$ cat config.mk
export PLATFORM = sky130hd
export DESIGN_NAME = cursor_linked_list_engine_unit
export DESIGN_NICKNAME = d
export VERILOG_FILES = /design/src/hw/rtl/cll_pkg.sv /design/src/hw/rtl/cursor_linked_list_engine_unit.sv /design/src/hw/rtl/cll_ctrl.sv /design/src/hw/rtl/cll_dpath.sv
export VERILOG_INCLUDE_DIRS = /design/src /design/src/hw/rtl
export SDC_FILE = /design/constraint.sdc
export NUM_CORES = 1
export LEC_CHECK = 0
export BUFFER_PORTS_ARGS = -buffer_cell sky130_fd_sc_hd__buf_2
export CORE_MARGIN = 3
export CORE_UTILIZATION = 67
export DETAILED_ROUTE_END_ITERATION = 10
export GPL_TIMING_DRIVEN = 0
export PLACE_DENSITY = 0.92
export SYNTH_ARGS = -nofsm -noshare
export SYNTH_HDL_FRONTEND = slang
export SYNTH_SLANG_ARGS = --single-unit
$ cat constraint.sdc
create_clock -name clk_i -period 6.8 [get_ports clk_i]
set_clock_uncertainty 0.2 [all_clocks]
set_input_delay 0.68 -clock clk_i [delete_from_list [all_inputs] [get_ports clk_i]]
set_output_delay 0.68 -clock clk_i [all_outputs]
set_load 0.05 [all_outputs]
$ cat src/hw/rtl/assert_macros.svh
// Assertion helpers shared by the RTL.
`ifndef ASSERT_MACROS_SVH
`define ASSERT_MACROS_SVH

// Concurrent check on clk_i, quiet while rst_ni is low.
`define ASSERT_CLK(label, prop, msg) \
  label: assert property (@(posedge clk_i) disable iff (!rst_ni) (prop)) else $error(msg);

// Concurrent check that an implication holds into the next cycle.
`define ASSERT_NEXT(label, cond, prop, msg) \
  label: assert property (@(posedge clk_i) disable iff (!rst_ni) (cond) |=> (prop)) \
    else $error(msg);

`endif

$ cat src/hw/rtl/cll_pkg.sv
package cll_pkg;

  localparam int unsigned NODES  = 16;
  localparam int unsigned IDX_W  = $clog2(NODES);
  localparam int unsigned LINK_W = IDX_W + 1;
  localparam logic [LINK_W-1:0] NIL = LINK_W'(NODES);

  typedef logic [LINK_W-1:0] link_t;
  typedef logic [IDX_W-1:0]  idx_t;

  typedef enum logic [1:0] {
    OP_INS_HEAD = 2'd0,
    OP_INS_TAIL = 2'd1,
    OP_SEARCH   = 2'd2,
    OP_READ     = 2'd3
  } op_e;

  typedef enum logic [1:0] {
    STATUS_OK    = 2'd0,
    STATUS_FULL  = 2'd1,
    STATUS_EMPTY = 2'd2
  } status_e;

  typedef enum logic [2:0] {
    EMIT_NONE  = 3'd0,
    EMIT_FULL  = 3'd1,
    EMIT_ALLOC = 3'd2,
    EMIT_TAIL  = 3'd3,
    EMIT_HIT   = 3'd4,
    EMIT_MISS  = 3'd5,
    EMIT_READ  = 3'd6,
    EMIT_EMPTY = 3'd7
  } emit_e;

  typedef struct packed {
    logic  accept;     // latch op, value and start cursor
    logic  alloc;      // pop free node, write its value and link
    logic  link_tail;  // hook held node after the cursor
    logic  advance;    // cursor follows its link
    emit_e emit;
  } cmd_t;

  typedef struct packed {
    op_e  op;
    logic head_ok;
    logic free_ok;
    logic cur_ok;
    logic next_ok;
    logic match;
  } stat_t;

  function automatic logic link_ok(link_t l);
    return l < NIL;
  endfunction

endpackage

$ cat src/hw/rtl/cursor_linked_list_engine_unit.sv
// Channel   Handshake               Fields
// command   start_i / busy_o        op_i, value_in_i
// result    result_valid_o strobe   status_o, found_o, node_index_o, value_out_o, last_o
//
// A command is taken when start_i is high and busy_o is low; the next one can follow
// as soon as busy_o falls. Head insert does not walk the list; tail insert, search and
// read out walk one link per cycle, the longest walk being a search that misses a full list.
// Read out gives one result beat per node on consecutive cycles.
// Reset is asynchronous, active low; the free chain is restored at once.
// Results cannot be stalled: each beat is shown for exactly one cycle.
module cursor_linked_list_engine_unit
  import cll_pkg::*;
(
  input  logic             clk_i,
  input  logic             rst_ni,
  input  logic             start_i,
  output logic             busy_o,
  input  logic [1:0]       op_i,
  input  logic [7:0]       value_in_i,
  output logic             result_valid_o,
  output logic [1:0]       status_o,
  output logic             found_o,
  output logic [IDX_W-1:0] node_index_o,
  output logic [7:0]       value_out_o,
  output logic             last_o
);

  cmd_t  cmd;
  stat_t stat;
  op_e   op;

  assign op = op_e'(op_i);

  cll_ctrl u_ctrl (
    .clk_i   (clk_i),
    .rst_ni  (rst_ni),
    .start_i (start_i),
    .op_i    (op),
    .stat_i  (stat),
    .cmd_o   (cmd),
    .busy_o  (busy_o)
  );

  cll_dpath u_dpath (
    .clk_i          (clk_i),
    .rst_ni         (rst_ni),
    .op_i           (op),
    .value_in_i     (value_in_i),
    .cmd_i          (cmd),
    .stat_o         (stat),
    .result_valid_o (result_valid_o),
    .status_o       (status_o),
    .found_o        (found_o),
    .node_index_o   (node_index_o),
    .value_out_o    (value_out_o),
    .last_o         (last_o)
  );

endmodule

$ cat src/hw/rtl/cll_ctrl.sv
module cll_ctrl
  import cll_pkg::*;
(
  input  logic  clk_i,
  input  logic  rst_ni,
  input  logic  start_i,
  input  op_e   op_i,
  input  stat_t stat_i,
  output cmd_t  cmd_o,
  output logic  busy_o
);

  typedef enum logic [4:0] {
    ST_IDLE   = 5'b00001,
    ST_ALLOC  = 5'b00010,
    ST_TAIL   = 5'b00100,
    ST_SEARCH = 5'b01000,
    ST_READ   = 5'b10000
  } state_e;

  state_e state_q, state_d;

  assign busy_o = (state_q != ST_IDLE);

  always_comb begin
    state_d           = state_q;
    cmd_o.accept      = 1'b0;
    cmd_o.alloc       = 1'b0;
    cmd_o.link_tail   = 1'b0;
    cmd_o.advance     = 1'b0;
    cmd_o.emit        = EMIT_NONE;
    unique case (state_q)
      ST_IDLE: begin
        if (start_i) begin
          cmd_o.accept = 1'b1;
          unique case (op_i)
            OP_INS_HEAD, OP_INS_TAIL: state_d = ST_ALLOC;
            OP_SEARCH:                state_d = ST_SEARCH;
            OP_READ:                  state_d = ST_READ;
            default:                  state_d = ST_IDLE;
          endcase
        end
      end
      ST_ALLOC: begin
        if (!stat_i.free_ok) begin
          cmd_o.emit = EMIT_FULL;
          state_d    = ST_IDLE;
        end else begin
          cmd_o.alloc = 1'b1;
          if (stat_i.op == OP_INS_HEAD || !stat_i.head_ok) begin
            cmd_o.emit = EMIT_ALLOC;
            state_d    = ST_IDLE;
          end else begin
            state_d = ST_TAIL;
          end
        end
      end
      ST_TAIL: begin
        if (stat_i.next_ok) begin
          cmd_o.advance = 1'b1;
        end else begin
          cmd_o.link_tail = 1'b1;
          cmd_o.emit      = EMIT_TAIL;
          state_d         = ST_IDLE;
        end
      end
      ST_SEARCH: begin
        if (!stat_i.cur_ok) begin
          cmd_o.emit = EMIT_MISS;
          state_d    = ST_IDLE;
        end else if (stat_i.match) begin
          cmd_o.emit = EMIT_HIT;
          state_d    = ST_IDLE;
        end else begin
          cmd_o.advance = 1'b1;
        end
      end
      ST_READ: begin
        if (!stat_i.cur_ok) begin
          cmd_o.emit = EMIT_EMPTY;
          state_d    = ST_IDLE;
        end else begin
          cmd_o.emit    = EMIT_READ;
          cmd_o.advance = 1'b1;
          if (!stat_i.next_ok) state_d = ST_IDLE;
        end
      end
      default: state_d = ST_IDLE;
    endcase
  end

  always_ff @(posedge clk_i or negedge rst_ni) begin
    if (!rst_ni) begin
      state_q <= ST_IDLE;
    end else begin
      state_q <= state_d;
    end
  end

`include "assert_macros.svh"

  `ASSERT_NEXT(a_accept_busy, start_i && !busy_o, busy_o, "accepted beat did not start work")
  `ASSERT_CLK(a_idle_quiet, !busy_o |-> cmd_o.emit == EMIT_NONE, "result emitted while idle")
  `ASSERT_CLK(a_tail_has_head, state_q == ST_TAIL |-> stat_i.head_ok, "tail walk on empty list")

endmodule

$ cat src/hw/rtl/cll_dpath.sv
module cll_dpath
  import cll_pkg::*;
(
  input  logic                   clk_i,
  input  logic                   rst_ni,
  input  op_e                    op_i,
  input  logic [7:0]             value_in_i,
  input  cmd_t                   cmd_i,
  output stat_t                  stat_o,
  output logic                   result_valid_o,
  output logic [1:0]             status_o,
  output logic                   found_o,
  output logic [IDX_W-1:0]       node_index_o,
  output logic [7:0]             value_out_o,
  output logic                   last_o
);

  logic [7:0] value_mem_q [NODES];
  link_t      next_mem_q  [NODES];

  link_t      list_head_q, list_head_d;
  link_t      free_head_q, free_head_d;
  link_t      cur_q, cur_d;
  idx_t       node_q;
  op_e        op_q;
  logic [7:0] key_q;

  idx_t       cur_idx, free_idx;
  link_t      cur_next, free_next;
  logic       next_we;
  idx_t       next_waddr;
  link_t      next_wdata;

  logic          strobe_q;
  status_e       status_q;
  logic          found_q;
  idx_t          index_q;
  logic [7:0]    vout_q;
  logic          last_q;

  assign cur_idx   = cur_q[IDX_W-1:0];
  assign free_idx  = free_head_q[IDX_W-1:0];
  assign cur_next  = next_mem_q[cur_idx];
  assign free_next = next_mem_q[free_idx];

  assign stat_o.op      = op_q;
  assign stat_o.head_ok = link_ok(list_head_q);
  assign stat_o.free_ok = link_ok(free_head_q);
  assign stat_o.cur_ok  = link_ok(cur_q);
  assign stat_o.next_ok = link_ok(cur_next);
  assign stat_o.match   = (value_mem_q[cur_idx] == key_q);

  always_comb begin
    list_head_d = list_head_q;
    free_head_d = free_head_q;
    cur_d       = cur_q;
    next_we     = 1'b0;
    next_waddr  = free_idx;
    next_wdata  = NIL;
    if (cmd_i.accept) begin
      cur_d = list_head_q;
    end
    if (cmd_i.alloc) begin
      free_head_d = free_next;
      next_we     = 1'b1;
      if (op_q == OP_INS_HEAD) begin
        next_wdata  = list_head_q;
        list_head_d = free_head_q;
      end else if (!link_ok(list_head_q)) begin
        list_head_d = free_head_q;
      end
    end
    if (cmd_i.link_tail) begin
      next_we    = 1'b1;
      next_waddr = cur_idx;
      next_wdata = {1'b0, node_q};
    end
    if (cmd_i.advance) begin
      cur_d = cur_next;
    end
  end

  // Link store resets to a free chain: each node points one index lower, node 0 to NIL.
  always_ff @(posedge clk_i or negedge rst_ni) begin
    if (!rst_ni) begin
      for (int i = 0; i < NODES; i++) begin
        next_mem_q[i] <= (i == 0) ? NIL : LINK_W'(i - 1);
      end
    end else if (next_we) begin
      next_mem_q[next_waddr] <= next_wdata;
    end
  end

  always_ff @(posedge clk_i) begin
    if (cmd_i.alloc) begin
      value_mem_q[free_idx] <= key_q;
    end
  end

  always_ff @(posedge clk_i or negedge rst_ni) begin
    if (!rst_ni) begin
      list_head_q <= NIL;
      free_head_q <= LINK_W'(NODES - 1);
    end else begin
      list_head_q <= list_head_d;
      free_head_q <= free_head_d;
    end
  end

  always_ff @(posedge clk_i) begin
    cur_q <= cur_d;
    if (cmd_i.accept) begin
      op_q  <= op_i;
      key_q <= value_in_i;
    end
    if (cmd_i.alloc) begin
      node_q <= free_idx;
    end
  end

  // Result register: one beat per emit.
  always_ff @(posedge clk_i or negedge rst_ni) begin
    if (!rst_ni) begin
      strobe_q <= 1'b0;
    end else begin
      strobe_q <= (cmd_i.emit != EMIT_NONE);
    end
  end

  always_ff @(posedge clk_i) begin
    status_q <= STATUS_OK;
    found_q  <= 1'b0;
    index_q  <= '0;
    vout_q   <= '0;
    last_q   <= 1'b1;
    case (cmd_i.emit)
      EMIT_FULL:  status_q <= STATUS_FULL;
      EMIT_ALLOC: index_q  <= free_idx;
      EMIT_TAIL:  index_q  <= node_q;
      EMIT_HIT: begin
        found_q <= 1'b1;
        index_q <= cur_idx;
      end
      EMIT_READ: begin
        index_q <= cur_idx;
        vout_q  <= value_mem_q[cur_idx];
        last_q  <= !link_ok(cur_next);
      end
      EMIT_EMPTY: status_q <= STATUS_EMPTY;
      default: ;
    endcase
  end

  assign result_valid_o = strobe_q;
  assign status_o       = status_q;
  assign found_o        = found_q;
  assign node_index_o   = index_q;
  assign value_out_o    = vout_q;
  assign last_o         = last_q;

`include "assert_macros.svh"

  `ASSERT_NEXT(a_head_sticky, link_ok(list_head_q), link_ok(list_head_q), "list head lost")
  `ASSERT_NEXT(a_read_burst, strobe_q && !last_q, strobe_q, "read out beat gap")
  `ASSERT_CLK(a_full_real, strobe_q && status_q == STATUS_FULL |-> !link_ok(free_head_q),
              "full reported with free nodes")

endmodule
==> summary.txt, run 1 <==
Kind of critical path - flop to flop
Synth Area in Simple Gates - 8.43%
Row Count - 47
Initial Util - 69.7%
CP Max Fanout - 10
Status - completed
Initial DRC Count - 1450
# DRC - 0
Placed cell area - 12200 um2
Fin nets - 896
Worst IR Drop VDD - 237 uV
Post-CTS setup buffer count - 0
Critical Path RT - 6.83 ns
Complex-gate fraction of the synthesized area - 6.94%
First-pass GRT wire length - 48100 um
Asr flop ratio synth - 36.5%
Total GRT Usage - 32.6%
Crit path max-delay family - buffers and inverters
CP Cell Sequence - buf_2 -> buf_2 -> mux4_2 -> a22oi_1 -> nand3_1 -> xor2_1 -> a211oi_1 -> and3_1 -> buf_2 -> o211a_1 -> buf_4 -> nand2_1
RSZ-0062 raised after global routing - false
Setup TNS - 0 ns
Crit path DAT - 4.08 ns
Clk slew on worst S/H paths - 0.07 ns
Hold WC Path Type - input pin to flop
Vias in the first global route - 8237
Hold path startpoint - value_in_i[3]
Ratio of cells with drive above 1 in the final layout - 27.1%
Final Wtd Congestion - 0.985
PortBufs - 30
Core area - 16900 um2
Total CTS buffers - 26
Die H - 139 um
Hold path cells - 1
Syn nets - 836
Lkg Pwr - 4.92 nW
Slew Limit Fails - 0
TritonCTS sink count - 263
Final setup violation count - 0
Wire per inst - 27.4 um
Synthesis-stage register bit count - 263
Layout overhead on the synthesized area - 11.5%
ANT nets after route - 0
Die footprint - 19200 um2
Detailed Place HPWL - 18600 um
Die Wd - 139 um
Netlist cell types - 61
Layout Cell Area excl Fill - 13100 um2
Largest family of logic cells by synthesized area - multiplexers
Fmax - 247 MHz
Largest net degree at the start of global routing - 53
Root Buffer - clkbuf_16
Slew @ Worst Pin - 1.28 ns
Syn_area_per_cell - 14.3 um2
CP max stage cell - dfxtp_1
Post-synth top area share - 37.5%
Mux cell area share after synthesis - 19.9%
Hold Path Sink - u_dpath.key_q[3]
Final Cycle Share - 59.5%
DR pass1 iterations - 6
Max Root-Sink Buffers - 3
Endpoint class of the critical path - flop
R2R setup slack - 2.75 ns
Rel. slew slack - 14.5%
Slowest Stage Delay on Critical Path - 0.38 ns
Drt via density - 7.26
Antenna violations before repair - 0
Post-Synth XOR/XNOR Area - 0.446%
Io pins - 31
Cell area after synthesis - 11800 um2
Crit path time final - 4.05 ns
Gr ovfl total - 0
Synth warn - 0
RR Endpoint - u_dpath.cur_q[4]
CP Launch Type - flop
Maxcap violations - 0
Gate count of the mapped netlist - 823
ANT cells - 0
Top FF cell, synth - edfxtp_1
Cell repeated most along the worst path - buf_2
Vias - 8154
Clock Latency Late Sink - 0.54 ns
CP bufs+invs - 4
Hold Buf Count CTS - 1
EDFF count, synth - 147
Top cells by area, synth - edfxtp_1, dfrtp_1, mux4_2, dfstp_2, mux2i_1
Routed WL - 30800 um
H-tree depth - 1
Post-synth top area cell - edfxtp_1
Post-CTS resize count - 0
Synthesized-area fraction occupied by adder cells - 0%
Power per Cell Area - 329 nW/um2
Worst Reg-to-Reg Cells - 12
CTS tree - done
Sequential fraction of the synthesis area - 61.7%
Final hold vios - 0
## registers in the layout (all words and copies together), names as in the netlist, 2 cells and up, named ones only
name,count
u_dpath.value_out_o,8
u_dpath.status_o,2
u_dpath.cur_q,5
u_dpath.op_q,2
u_dpath.key_q,8
u_dpath.node_q,4
u_dpath.value_mem_q,128
u_ctrl.state_q,5
u_dpath.next_mem_q,80
u_dpath.list_head_q,5
u_dpath.free_head_q,5
u_dpath.node_index_o,4
## through the flow
step	cells	util [%]	total power, W	setup WS [ns]	hold slack (ns)
after global routing	1123	77.8	0.00444	2.61	0.104
after floorplan	823	-	0.00256	3.89	0.184
after global placement	1073	72.3	0.00277	2.96	0.273
final	1123	77.8	0.00432	2.75	0.110
after CTS	1123	77.7	0.00429	2.80	0.0945
after detailed placement	1074	72.5	0.00281	2.85	0.284
## layout make-up
type                       instances  area (um2)
timing repair buffer              32         190
multi-input combinational        495        4230
clock buffer                      34         711
buffer                            50         248
clock inverter                    14         156
fill                             847        3750
inverter                          15        56.3
tap                              220         275
sequential                       263        7260
## placed cells by master (no fill, tap or decap), drive strengths merged, types with 13 or more instances in the layout
master / Yosys / layout
edfxtp: 147 / 147
nand2: 76 / 76
nor2: 67 / 67
mux4: 64 / 64
dfrtp: 61 / 61
clkbuf: 26 / 60
buf: 24 / 55
a21oi: 51 / 51
mux2i: 44 / 44
mux2: 38 / 38
dfstp: 35 / 35
o21ai: 32 / 32
dfxtp: 20 / 20
a22oi: 19 / 19
nand3: 16 / 16
inv: 15 / 15
nor3: 13 / 13
## layer usage
metal	global-route usage, %	vias up	part of all wire, %
li1	-	3233	-
met1	45.1	4001	35
met2	50.0	757	46
met3	8.90	163	14
met4	13.4	0	4.7
met5	0	-	0
## power by group
part           total [W]  internal [W]  switching, W
sequential       0.00188       0.00180     0.0000849
clock            0.00147      0.000851      0.000615
combinational   0.000969      0.000367      0.000602
total            0.00432       0.00302       0.00130
## cell families (layout without fill, tap and decap cells)
group,after synthesis,count (layout)
AOI/OAI and AO/OA,132,132
xor gates and xnor gates,6,6
buffers and inverters,65,145
DFF,263,263
muxes,146,146
and+or+nand+nor,211,211
## synthesized netlist by cell type (19+ instances only)
master	count
edfxtp_1	147
nor2_1	66
dfxtp_1	20
mux2i_1	43
dfstp_2	35
dfrtp_1	61
o21ai_0	32
mux2_2	25
a22oi_1	19
clkbuf_1	26
nand2_1	76
mux4_2	64
a21oi_1	48
## how the worst max path moves through the flow
stage | slack (ns) | to | depth (start not counted)
after global placement | 2.96 | u_dpath.value_mem_q[1][4] | 8
after global routing | 2.61 | u_dpath.cur_q[2] | 12
after floorplan | 3.89 | u_dpath.cur_q[0] | 11
after CTS | 2.80 | u_dpath.value_mem_q[1][2] | 8
final | 2.75 | u_dpath.cur_q[4] | 12
after detailed placement | 2.85 | u_dpath.value_mem_q[1][5] | 8
Note: power is estimated with default switching activity, not from simulation.
==> run 2, diff against run 1 <==
--- a/config.mk
+++ b/config.mk
@@ -8,10 +8,10 @@
 export LEC_CHECK = 0
 export BUFFER_PORTS_ARGS = -buffer_cell sky130_fd_sc_hd__buf_2
 export CORE_MARGIN = 3
-export CORE_UTILIZATION = 67
+export CORE_UTILIZATION = 62
 export DETAILED_ROUTE_END_ITERATION = 10
 export GPL_TIMING_DRIVEN = 0
-export PLACE_DENSITY = 0.92
+export PLACE_DENSITY = 0.86
 export SYNTH_ARGS = -nofsm -noshare
 export SYNTH_HDL_FRONTEND = slang
 export SYNTH_SLANG_ARGS = --single-unit
==> constraint.sdc (replaced) <==
create_clock -name clk_i -period 4.2 [get_ports clk_i]
set_clock_uncertainty 0.2 [all_clocks]
set_input_delay 0.42 -clock clk_i [delete_from_list [all_inputs] [get_ports clk_i]]
set_output_delay 0.42 -clock clk_i [all_outputs]
set_load 0.05 [all_outputs]
==> run 2 against run 1 <==
Total power up 60%. Worst setup slack worse by 2.4 ns. Die area is 7.7% higher. Global-route usage decreased by 3.6 points. Via count is 4.1% lower. Sequential share of layout area shrank 0.52 points. Worst hold slack better by 0.11 ns. Wire length is 5.7% lower. Clock power rose by 59%. Clock-buffer cell count rose by 4. Critical endpoint is now u_dpath.value_mem_q[9][5].
==> summary.txt, run 2 (synthesis results as in run 1) <==
Final Cycle Share - 92.4% (+33 points)
Initial Util - 64.2% (-5.5 points)
Rel. slew slack - 17.3% (+2.9 points)
Worst Reg-to-Reg Cells - 8 (-4)
Setup TNS - 0 ns (unchanged)
Max Root-Sink Buffers - 3 (unchanged)
Largest net degree at the start of global routing - 56 (+5.7%)
Wire per inst - 25.3 um (-7.6%)
RSZ-0062 raised after global routing - false
Combinational Power Share - 22.2% (-0.2 points)
Core area - 18300 um2 (+8.6%)
Switching power - 0.00205 W (+58%)
Reg2reg start - u_ctrl.state_q[2]
Die Wd - 144 um (+3.8%)
Hold WC Path Type - input pin to asynchronous set/reset pin
Slew @ Worst Pin - 1.24 ns (-0.0428 ns)
Final worst setup slack - 0.318 ns (-2.43 ns)
# DRC - 0 (unchanged)
Fmax - 258 MHz (+4.3%)
Clock group share of total power - 33.7% (-0.2 points)
H-tree depth - 1 (unchanged)
Final Non-Filler Cells - 1145 (+2.0%)
Top reg by flops - u_dpath.value_mem_q
DR pass1 iterations - 7 (+1)
Vias in the first global route - 7806 (-5.2%)
Pre-CTS WS - 0.228 ns (-2.62 ns)
Crit path DAT - 3.82 ns (-0.26 ns)
Critical Path RT - 4.14 ns (-2.69 ns)
Lkg Pwr - 4.97 nW (+1.0%)
Maxcap violations - 0 (unchanged)
Fin nets - 909 (+1.5%)
Routed WL - 29000 um (-5.7%)
Crit path time final - 3.88 ns (-0.166 ns)
Most frequent cells in the layout - edfxtp_1, nand2_1, nor2_1, mux4_2, dfrtp_1
Die H - 144 um (+3.8%)
Final Wtd Congestion - 0.911 (-7.6%)
Root Buffer - clkbuf_16
Layout overhead on the synthesized area - 12.5%
Row Count - 49 (+4.3%)
Clk slew on worst S/H paths - 0.06 ns (about the same)
Commonest non-fill, non-tap cell in the layout - edfxtp_1
Int Pwr - 0.00487 W (+61%)
Power per Cell Area - 523 nW/um2 (+59%)
Kind of critical path - flop to flop
Io pins - 31 (unchanged)
Worst IR Drop VDD - 253 uV (+7.0%)
ANT nets after route - 0 (unchanged)
Slew Limit Fails - 0 (unchanged)
Layout Cell Area excl Fill - 13200 um2 (+0.94%)
Placed cell area - 12300 um2 (+0.11%)
Detailed Place HPWL - 18400 um (-0.94%)
Total CTS buffers - 27 (+3.8%)
CTS tree - done
Final hold vios - 0 (unchanged)
Largest register FFs - 128 (unchanged)
PortBufs - 30 (unchanged)
Drt via density - 6.83 (-6.0%)
CP Max Fanout - 13 (+3)
Die footprint - 20700 um2 (+7.7%)
Status - completed
First-pass GRT wire length - 44800 um (-6.8%)
Antenna violations before repair - 1 (+1)
Vias - 7818 (-4.1%)
Sequential share of power - 44.1% (+0.5 points)
Clock Latency Late Sink - 0.53 ns (about the same)
Switching Fraction - 29.7% (-0.45 points)
Post-placement cell count - 1084 (+0.93%)
Final setup violation count - 0 (unchanged)
Regs by FF count - u_dpath.value_mem_q: 128 flops, u_dpath.next_mem_q: 80 flops
ANT cells - 0 (unchanged)
TritonCTS sink count - 263 (unchanged)
RR Endpoint - u_dpath.value_mem_q[9][5]
Total GRT Usage - 28.9% (-3.6 points)
Ratio of cells with drive above 1 in the final layout - 27.0% (-0.17 points)
Initial DRC Count - 1187 (-18%)
Overall power - 0.00692 W (+60%)
R2R setup slack - 0.32 ns (-2.43 ns)
Endpoint class of the critical path - flop
Gr ovfl total - 0 (unchanged)
CP Launch Type - flop
[run 2: cell types whose count changed in the layout (fill, tap and decap cells not counted)]
| cell | delta |
|---|---|
| dlygate4sd3_1 | +11 |
| inv_8 | +1 |
| clkinv_1 | -2 |
| clkbuf_8 | +1 |
| nor3_2 | -1 |
| bufinv_16 | -2 |
| clkbuf_1 | +1 |
| buf_4 | +1 |
| clkinv_8 | -1 |
| clkinv_2 | +1 |
| nor3_1 | +1 |
| clkbuf_16 | +2 |
[run 2: area by class of cell]
type | count | area [um2]
clock inverters | 11 | 88.8
flip-flops and latches | 263 | 7260
inverters | 15 | 56.3
plain buffers | 50 | 248
multi-input cells | 495 | 4220
well taps | 229 | 287
fillers | 1047 | 5080
repair buffers | 44 | 308
clock buffers | 38 | 778
[run 2: metrics by stage]
stage | util (%) | hold slack (ns)
5_1_grt | 72.3 | 0.273
3_3_place_gp | 66.6 | 0.272
4_1_cts | 72.2 | 0.235
2_1_floorplan | - | -0.0756
6_report | 72.3 | 0.216
3_5_place_dp | 66.8 | 0.240
[run 2: worst max-delay path: stages (launching register included)]
cell and delay, ns:
dfrtp_1 0.45, nor2_1 0.22, and4bb_2 0.28, nand2b_1 0.06
clkbuf_1 0.26, inv_1 0.19, clkbuf_1 0.59, nand2_1 0.36
nor2_1 0.89
[run 2: metal layers]
layer,track usage [%],part of all wire [%]
met1,40.9,38
met2,44.1,46
met3,7.32,12
met4,11.2,4.3
met5,0,0.034
[run 2: worst max-delay path by stage]
stage | start | slack (ns) | end
after global placement | u_ctrl.state_q[2] | 0.35 | u_dpath.value_mem_q[1][6]
final | u_ctrl.state_q[2] | 0.32 | u_dpath.value_mem_q[9][5]
after CTS | u_ctrl.state_q[2] | 0.16 | u_dpath.value_mem_q[1][3]
after floorplan | flop | 1.29 | u_dpath.cur_q[0]
after global routing | u_ctrl.state_q[2] | 0.24 | u_dpath.value_mem_q[9][2]
after detailed placement | u_ctrl.state_q[2] | 0.23 | u_dpath.value_mem_q[1][6]
[run 2: power groups by stage]
stage | sequential, W | combinational, W | clock (W)
after CTS | 0.00304 | 0.00151 | 0.00233
after detailed placement | 0.00309 | 0.00147 | 0
final | 0.00305 | 0.00154 | 0.00233
after global placement | 0.00308 | 0.00142 | 0
after floorplan | 0.00308 | 0.00106 | 0
after global routing | 0.00306 | 0.00163 | 0.00245
[run 2: timing repair]
action,CTS,global route
setup buffers,0,0
endpoints found under the setup margin,0,0
hold endpoints to repair,34,0
gates resized for setup,0,0
hold buffers,12,0
